--- src/hdl/spq_pkg.sv ---
// ----------------------------------------------------------------------------
// spq_pkg: shared types and constants of the sorted priority queue
// Holds the request codes, the status codes, the field widths and the control
// bundle that the queue's control logic hands to every storage cell.
// ----------------------------------------------------------------------------
package spq_pkg;

    // Field widths of one item.
    localparam int unsigned DATA_W = 32;
    localparam int unsigned PRIO_W = 32;
    localparam int unsigned OCC_W  = 5;

    // Request kind carried on the slave-side tuser.
    typedef enum logic {
        REQ_INSERT = 1'b0,
        REQ_REMOVE = 1'b1
    } req_t;

    // Result status.
    typedef enum logic [1:0] {
        ST_OK    = 2'd0,
        ST_EMPTY = 2'd1,
        ST_FULL  = 2'd2
    } status_t;

    // Command that every cell sees in the same cycle.
    typedef struct packed {
        logic                     ins;
        logic                     rem;
        logic signed [DATA_W-1:0] new_data;
        logic signed [PRIO_W-1:0] new_prio;
    } cell_ctrl_t;

endpackage

--- src/hdl/spq_cell.sv ---
// ----------------------------------------------------------------------------
// spq_cell: one entry of the sorted queue
// Holds one data/priority pair. On an insert it keeps its entry, takes the new
// item or takes its left neighbor's entry; on a remove it takes its right
// neighbor's entry.
// ----------------------------------------------------------------------------
module spq_cell
(
    input  logic                                clk,
    input  spq_pkg::cell_ctrl_t                 ctrl,
    input  logic                                occupied,
    input  logic                                left_keep,
    input  logic signed [spq_pkg::DATA_W-1:0]   left_data,
    input  logic signed [spq_pkg::PRIO_W-1:0]   left_prio,
    input  logic signed [spq_pkg::DATA_W-1:0]   right_data,
    input  logic signed [spq_pkg::PRIO_W-1:0]   right_prio,
    output logic                                keep,
    output logic signed [spq_pkg::DATA_W-1:0]   data,
    output logic signed [spq_pkg::PRIO_W-1:0]   prio
);

    logic signed [spq_pkg::DATA_W-1:0] data_reg;
    logic signed [spq_pkg::DATA_W-1:0] data_next;
    logic signed [spq_pkg::PRIO_W-1:0] prio_reg;
    logic signed [spq_pkg::PRIO_W-1:0] prio_next;

    // A held entry of strictly higher priority stays ahead of the new item.
    assign keep = occupied && (prio_reg > ctrl.new_prio);

    // Select the next content of this entry.
    always_comb
    begin
        data_next = data_reg;
        prio_next = prio_reg;
        if (ctrl.ins && !keep)
        begin
            if (left_keep)
            begin
                data_next = ctrl.new_data;
                prio_next = ctrl.new_prio;
            end
            else
            begin
                data_next = left_data;
                prio_next = left_prio;
            end
        end
        else if (ctrl.rem)
        begin
            data_next = right_data;
            prio_next = right_prio;
        end
    end

    // Entry storage; its content is meaningful only below the fill count.
    always_ff @(posedge clk)
    begin
        data_reg <= data_next;
        prio_reg <= prio_next;
    end

    assign data = data_reg;
    assign prio = prio_reg;

endmodule

--- src/hdl/sorted_priority_queue.sv ---
// ----------------------------------------------------------------------------
// sorted_priority_queue: bounded priority queue in a row of sorting cells
// Keeps up to CAPACITY entries ordered by descending priority and serves the
// highest priority first; equal priorities are served newest first.
// ----------------------------------------------------------------------------
// Usage:
//   Slave side: s_tuser selects insert or remove, s_tdata carries the data
//   and priority of an insert (ignored on a remove).
//   Master side: one result item per request, carrying the removed entry
//   (zero when none), a valid flag, the status and the occupancy after the
//   request. An insert into a full queue is dropped with a full status, a
//   remove from an empty queue gives an empty status.
//   The result is registered and appears on the cycle after the request is
//   taken. One request is taken per cycle while no result is stalled, set by
//   the single update of the cell row and the one-deep output register; a new
//   request is taken while the previous result is being taken by the receiver.
//   When the receiver stalls, the result holds and s_tready drops until it is
//   taken.
//   Reset empties the queue at once (the fill count clears); entry contents
//   are not cleared and need no clearing pass.
// ----------------------------------------------------------------------------
module sorted_priority_queue
#(
    parameter int unsigned CAPACITY = 16
)
(
    input  logic        clk,
    input  logic        rst_n,
    // Request items.
    input  logic        s_tvalid,
    output logic        s_tready,
    input  logic [63:0] s_tdata,   // item_data[31:0], item_priority[63:32]
    input  logic        s_tuser,   // req_type[0]
    // Result items.
    output logic        m_tvalid,
    input  logic        m_tready,
    output logic [71:0] m_tdata    // out_data[31:0], out_priority[63:32],
                                   // item_valid[64], status[66:65],
                                   // occupancy[71:67]
);

    localparam int unsigned CNT_W = $clog2(CAPACITY + 1);
    localparam int unsigned EXT_W = (CNT_W > spq_pkg::OCC_W) ? CNT_W : spq_pkg::OCC_W;

    logic [CNT_W-1:0]                  count_reg;
    logic [CNT_W-1:0]                  count_next;
    logic                              out_valid_reg;
    logic                              out_valid_next;
    logic signed [spq_pkg::DATA_W-1:0] res_data_reg;
    logic signed [spq_pkg::DATA_W-1:0] res_data_next;
    logic signed [spq_pkg::PRIO_W-1:0] res_prio_reg;
    logic signed [spq_pkg::PRIO_W-1:0] res_prio_next;
    logic                              res_item_valid_reg;
    logic                              res_item_valid_next;
    spq_pkg::status_t                  res_status_reg;
    spq_pkg::status_t                  res_status_next;
    logic [spq_pkg::OCC_W-1:0]         res_occ_reg;
    logic [spq_pkg::OCC_W-1:0]         res_occ_next;

    logic                              accept;
    logic                              is_remove;
    logic                              full;
    logic                              empty;
    logic [EXT_W-1:0]                  occ_ext;
    spq_pkg::cell_ctrl_t               ctrl;

    logic                              keep_w [CAPACITY];
    logic signed [spq_pkg::DATA_W-1:0] data_w [CAPACITY];
    logic signed [spq_pkg::PRIO_W-1:0] prio_w [CAPACITY];

    // Request decode.
    assign s_tready  = !out_valid_reg || m_tready;
    assign accept    = s_tvalid && s_tready;
    assign is_remove = (s_tuser == spq_pkg::REQ_REMOVE);
    assign full      = (count_reg == CNT_W'(CAPACITY));
    assign empty     = (count_reg == '0);

    // Command broadcast to the cell row.
    assign ctrl.ins      = accept && !is_remove && !full;
    assign ctrl.rem      = accept && is_remove && !empty;
    assign ctrl.new_data = s_tdata[31:0];
    assign ctrl.new_prio = s_tdata[63:32];

    // Row of cells, front entry at index 0.
    for (genvar i = 0; i < CAPACITY; i++)
    begin : g_cell
        logic                              occ;
        logic                              lk;
        logic signed [spq_pkg::DATA_W-1:0] ld;
        logic signed [spq_pkg::PRIO_W-1:0] lp;
        logic signed [spq_pkg::DATA_W-1:0] rd;
        logic signed [spq_pkg::PRIO_W-1:0] rp;

        assign occ = (count_reg > CNT_W'(i));

        if (i == 0)
        begin : g_first
            assign lk = 1'b1;
            assign ld = '0;
            assign lp = '0;
        end
        else
        begin : g_mid
            assign lk = keep_w[i-1];
            assign ld = data_w[i-1];
            assign lp = prio_w[i-1];
        end

        if (i == CAPACITY - 1)
        begin : g_last
            assign rd = '0;
            assign rp = '0;
        end
        else
        begin : g_inner
            assign rd = data_w[i+1];
            assign rp = prio_w[i+1];
        end

        spq_cell u_cell
        (
            .clk        (clk),
            .ctrl       (ctrl),
            .occupied   (occ),
            .left_keep  (lk),
            .left_data  (ld),
            .left_prio  (lp),
            .right_data (rd),
            .right_prio (rp),
            .keep       (keep_w[i]),
            .data       (data_w[i]),
            .prio       (prio_w[i])
        );
    end

    // Fill count and result formation.
    always_comb
    begin
        count_next = count_reg;
        if (ctrl.ins)
            count_next = count_reg + CNT_W'(1);
        else if (ctrl.rem)
            count_next = count_reg - CNT_W'(1);
        occ_ext = EXT_W'(count_next);

        out_valid_next      = out_valid_reg;
        res_data_next       = res_data_reg;
        res_prio_next       = res_prio_reg;
        res_item_valid_next = res_item_valid_reg;
        res_status_next     = res_status_reg;
        res_occ_next        = res_occ_reg;

        if (m_tready)
            out_valid_next = 1'b0;

        if (accept)
        begin
            out_valid_next      = 1'b1;
            res_data_next       = '0;
            res_prio_next       = '0;
            res_item_valid_next = 1'b0;
            res_status_next     = spq_pkg::ST_OK;
            res_occ_next        = occ_ext[spq_pkg::OCC_W-1:0];
            if (is_remove)
            begin
                if (empty)
                    res_status_next = spq_pkg::ST_EMPTY;
                else
                begin
                    res_data_next       = data_w[0];
                    res_prio_next       = prio_w[0];
                    res_item_valid_next = 1'b1;
                end
            end
            else if (full)
                res_status_next = spq_pkg::ST_FULL;
        end
    end

    // Control registers.
    always_ff @(posedge clk or negedge rst_n)
    begin
        if (!rst_n)
        begin
            count_reg     <= '0;
            out_valid_reg <= 1'b0;
        end
        else
        begin
            count_reg     <= count_next;
            out_valid_reg <= out_valid_next;
        end
    end

    // Result payload registers.
    always_ff @(posedge clk)
    begin
        res_data_reg       <= res_data_next;
        res_prio_reg       <= res_prio_next;
        res_item_valid_reg <= res_item_valid_next;
        res_status_reg     <= res_status_next;
        res_occ_reg        <= res_occ_next;
    end

    assign m_tvalid = out_valid_reg;
    assign m_tdata  = {res_occ_reg, res_status_reg, res_item_valid_reg,
                       res_prio_reg, res_data_reg};

endmodule

--- config.mk ---
export PLATFORM = sky130hd
export DESIGN_NAME = sorted_priority_queue
export DESIGN_NICKNAME = d
export VERILOG_FILES = /design/src/hdl/spq_pkg.sv /design/src/hdl/spq_cell.sv /design/src/hdl/sorted_priority_queue.sv
export SDC_FILE = /design/constraint.sdc
export NUM_CORES = 2
export LEC_CHECK = 0
export BUFFER_PORTS_ARGS = -buffer_cell sky130_fd_sc_hd__buf_2
export CAP_MARGIN = 20
export CELL_PAD_IN_SITES_DETAIL_PLACEMENT = 2
export CELL_PAD_IN_SITES_GLOBAL_PLACEMENT = 2
export CORE_MARGIN = 8
export CORE_UTILIZATION = 47
export DETAILED_ROUTE_END_ITERATION = 8
export PLACE_DENSITY_LB_ADDON = 0.05
export SLEW_MARGIN = 20
export SYNTH_ARGS = -nofsm -noshare
export SYNTH_HDL_FRONTEND = slang
export SYNTH_SLANG_ARGS = --single-unit
--- constraint.sdc ---
create_clock -name clk -period 20.4 [get_ports clk]
set_input_delay 3.06 -clock clk [delete_from_list [all_inputs] [get_ports clk]]
set_output_delay 3.06 -clock clk [all_outputs]
set_load 0.02 [all_outputs]
==> reports/qor.yml <==
width_of_the_chip_um: 394
power.ir.vdd_worst_uv: 97.1
yosys.area_share.adder_pct: 9.61
finalInstanceArea_um2: 73100
switching_portion_of_total_power_pct: 42.1
switchingPower_uw: 4170
fp.dieArea_um2: 156000
antenna_found_initial: 16
fillers: 14200
grt_pass1_vias: 58800
end_kind: "register"
footprint_of_the_flip_flops_and_latches_um2: 33100
drv_slew: 0
drt_pre_antenna_iters: 5
setup_total_negative_slack_ns: 0
fin_crit_sh_pct: 41.6
layout.cells.most_common_list: "a21oi_1, edfxtp_1, mux2i_1"
synth_compound_area_share_pct: 15.0
report.power.total_uw: 9910
synthSimpleGateAreaFrac_pct: 7.06
first_iter_violations: 4987
p_clk_share_pct: 23.7
tritoncts: "built"
hold_viol_final: 0
clock_skew_ns: 0.0379
worst_skew_late_latency_ns: 0.78
cts.clk_slew.worst_paths_ns: 0.06
ys.flop_type: "edfxtp_1"
hpwlAfterDp_um: 184000
timing.critical_path.from_type: "input pin"
effective_utilization_at_floorplan_pct: 47.1
ctsRootBufferMaster: "clkbuf_16"
regToRegStartpoint: "count_reg[1]"
post_cts.resized_instances: 0
tritoncts_num_sinks: 1102
dieHeight_um: 394
part_of_the_yosys_area_used_for_sequential_elements_pct: 49.1
cp_data_arrival_time_ns: 8.88
core_area_um2: 143000
areaGrowthSynthToFinish_pct: 8.58
intPower_uw: 5740
hp-class: "register to register"
layout.cells.most_common: "a21oi_1"
htreeDepth: 4
drive_above_1_share_pct: 8.80
finalWorstPathRequiredPeriod_ns: 8.49
port_buffers: 142
multi_input_area_um2: 31900
synth_async_sr_flop_share_pct: 0.544
clock_tree.buffer_depth: 3
max_clock_freq_mhz: 118
synth-edff-count: 1096
final-setup-viol-count: 0
finalWirelength_um: 287000
syn-mean-instance-area_um2: 11.1
yosysWarningCount: 0
power.sequential.fraction_pct: 35.7
power-per-cell-area_nw_per_um2: 136
cts.hold.buffers_added: 0
share_comb_of_total_power_pct: 40.6
setup.worst_path.start: "s_tdata[63]"
post_cts_buffers: 0
global_route.overflow_total: 0
wire_per_inst_um: 36.1
drc: 0
grt_first_pass_wirelength_um: 414000
num_rows: 139
layout.nets: 6522
hold_start: "m_tvalid"
place_inst: 7703
outcome: "complete, no violations"
cp.required_ns: 20.79
finish.cell_count_without_fillers: 7946
route.detailed.vias_per_inst: 6.87
tritoncts_buffers: 134
mux_contribution_to_synthesized_area_pct: 15.1
critical_path_peak_fanout: 45
netlist-cell-type-count: 65
synth_cells: 6054
largest_net_degree_at_the_start_of_global_routing: 99
synth_fp_nets: 6640
path_class: "input pin to register"
final_antenna_net_count: 0
syn-cell-area_um2: 67300
max_cap_viol_count: 0
rsz0062_at_grt: "false"
ios: 143
slew_headroom_pct: 16.9
dpl_cell_area_um2: 68900
yosys_register_bits: 1102
synth_xor_xnor_area_share_pct: 0.0390
grt_use_total_pct: 35.4
tightestPinTransition_ns: 1.23
synth_top_family_by_area: "multiplexers"
p_leak_uw: 0.0304
gp_routability_congestion: 0.983
num_vias: 54600
## per-layer routing
metal,wire (um),global-route usage (%),vias to the layer above
met5,53,0,-
met4,14100,15.8,2
met3,20600,6.30,626
met2,133000,57.0,2294
met1,119000,46.7,28700
li1,-,-,22900
## cell families after synthesis
logic type | Yosys count
AOI/OAI and AO/OA | 1865
DFF | 1102
and+or+nand+nor | 1009
muxes | 1005
buffers and inverters | 553
adders and majority gates | 517
xor gates and xnor gates | 3
## area by class of cell
class / instances / area share (%)
repair buffers: 228 / 1.86
multi-input cells: 4399 / 43.6
flip-flops and latches: 1102 / 45.2
clock buffers: 172 / 4.86
well taps: 1903 / 3.26
clock inverters: 62 / 0.786
diodes: 9 / 0.0308
inverters: 71 / 0.368
## cells in the mapped netlist (77+ instances only)
cell / number / area [um^2]
o21ai_1: 106 / 531
a21oi_1: 1140 / 5710
nand2_1: 469 / 1760
nor2_1: 136 / 510
ha_1: 517 / 6470
clkbuf_1: 233 / 875
o21ai_0: 269 / 1350
mux2i_1: 933 / 9340
nand4_1: 99 / 619
buf_2: 138 / 691
nor3_1: 77 / 385
edfxtp_1: 1096 / 32900
a31oi_1: 202 / 1260
## worst paths after layout
| check | cells after the start | endpoint | slack, ns |
|---|---|---|---|
| setup reg to reg | 10 | g_cell[3].u_cell.prio[17] | 14.41 |
| hold / removal | 2 | m_tvalid | 0.55 |
| setup / recovery | 13 | g_cell[14].u_cell.data[17] | 11.91 |
| hold reg to reg | 2 | m_tvalid | 0.55 |
| max in group asynchronous | 1 | count_reg[1] | 17.93 |
| min in group asynchronous | 1 | m_tvalid | 2.18 |
## critical path, cell delays in order
cell and delay [ns]:
buf_2 0.28, inv_1 0.42, ha_1 0.52, a21oi_1 0.16
o21ai_0 0.10, buf_4 0.18, a2111oi_1 0.72, buf_4 0.27
a31o_1 0.17, a31o_4 0.80, and2_4 0.57, nand2b_4 0.77
buf_4 0.74
## stage by stage
stage / util [%] / worst slack [ns] / hold slack (ns)
5_1_grt: 51.1 / 11.82 / 0.585
4_1_cts: 51.1 / 12.05 / 0.546
6_report: 51.1 / 11.91 / 0.545
3_3_place_gp: 48.2 / 11.38 / 0.516
3_5_place_dp: 48.2 / 11.26 / 0.531
2_1_floorplan: - / 10.23 / 0.521
## power groups by stage
stage               registers, uW  clock network, uW  logic [uW]
floorplan                    3390                  0        2660
CTS                          3520               2370        3950
detailed placement           3550                  0        3900
global route                 3560               2450        4210
finish                       3530               2350        4030
global placement             3540                  0        3720
No activity file was read; power rests on OpenSTA's default activity.
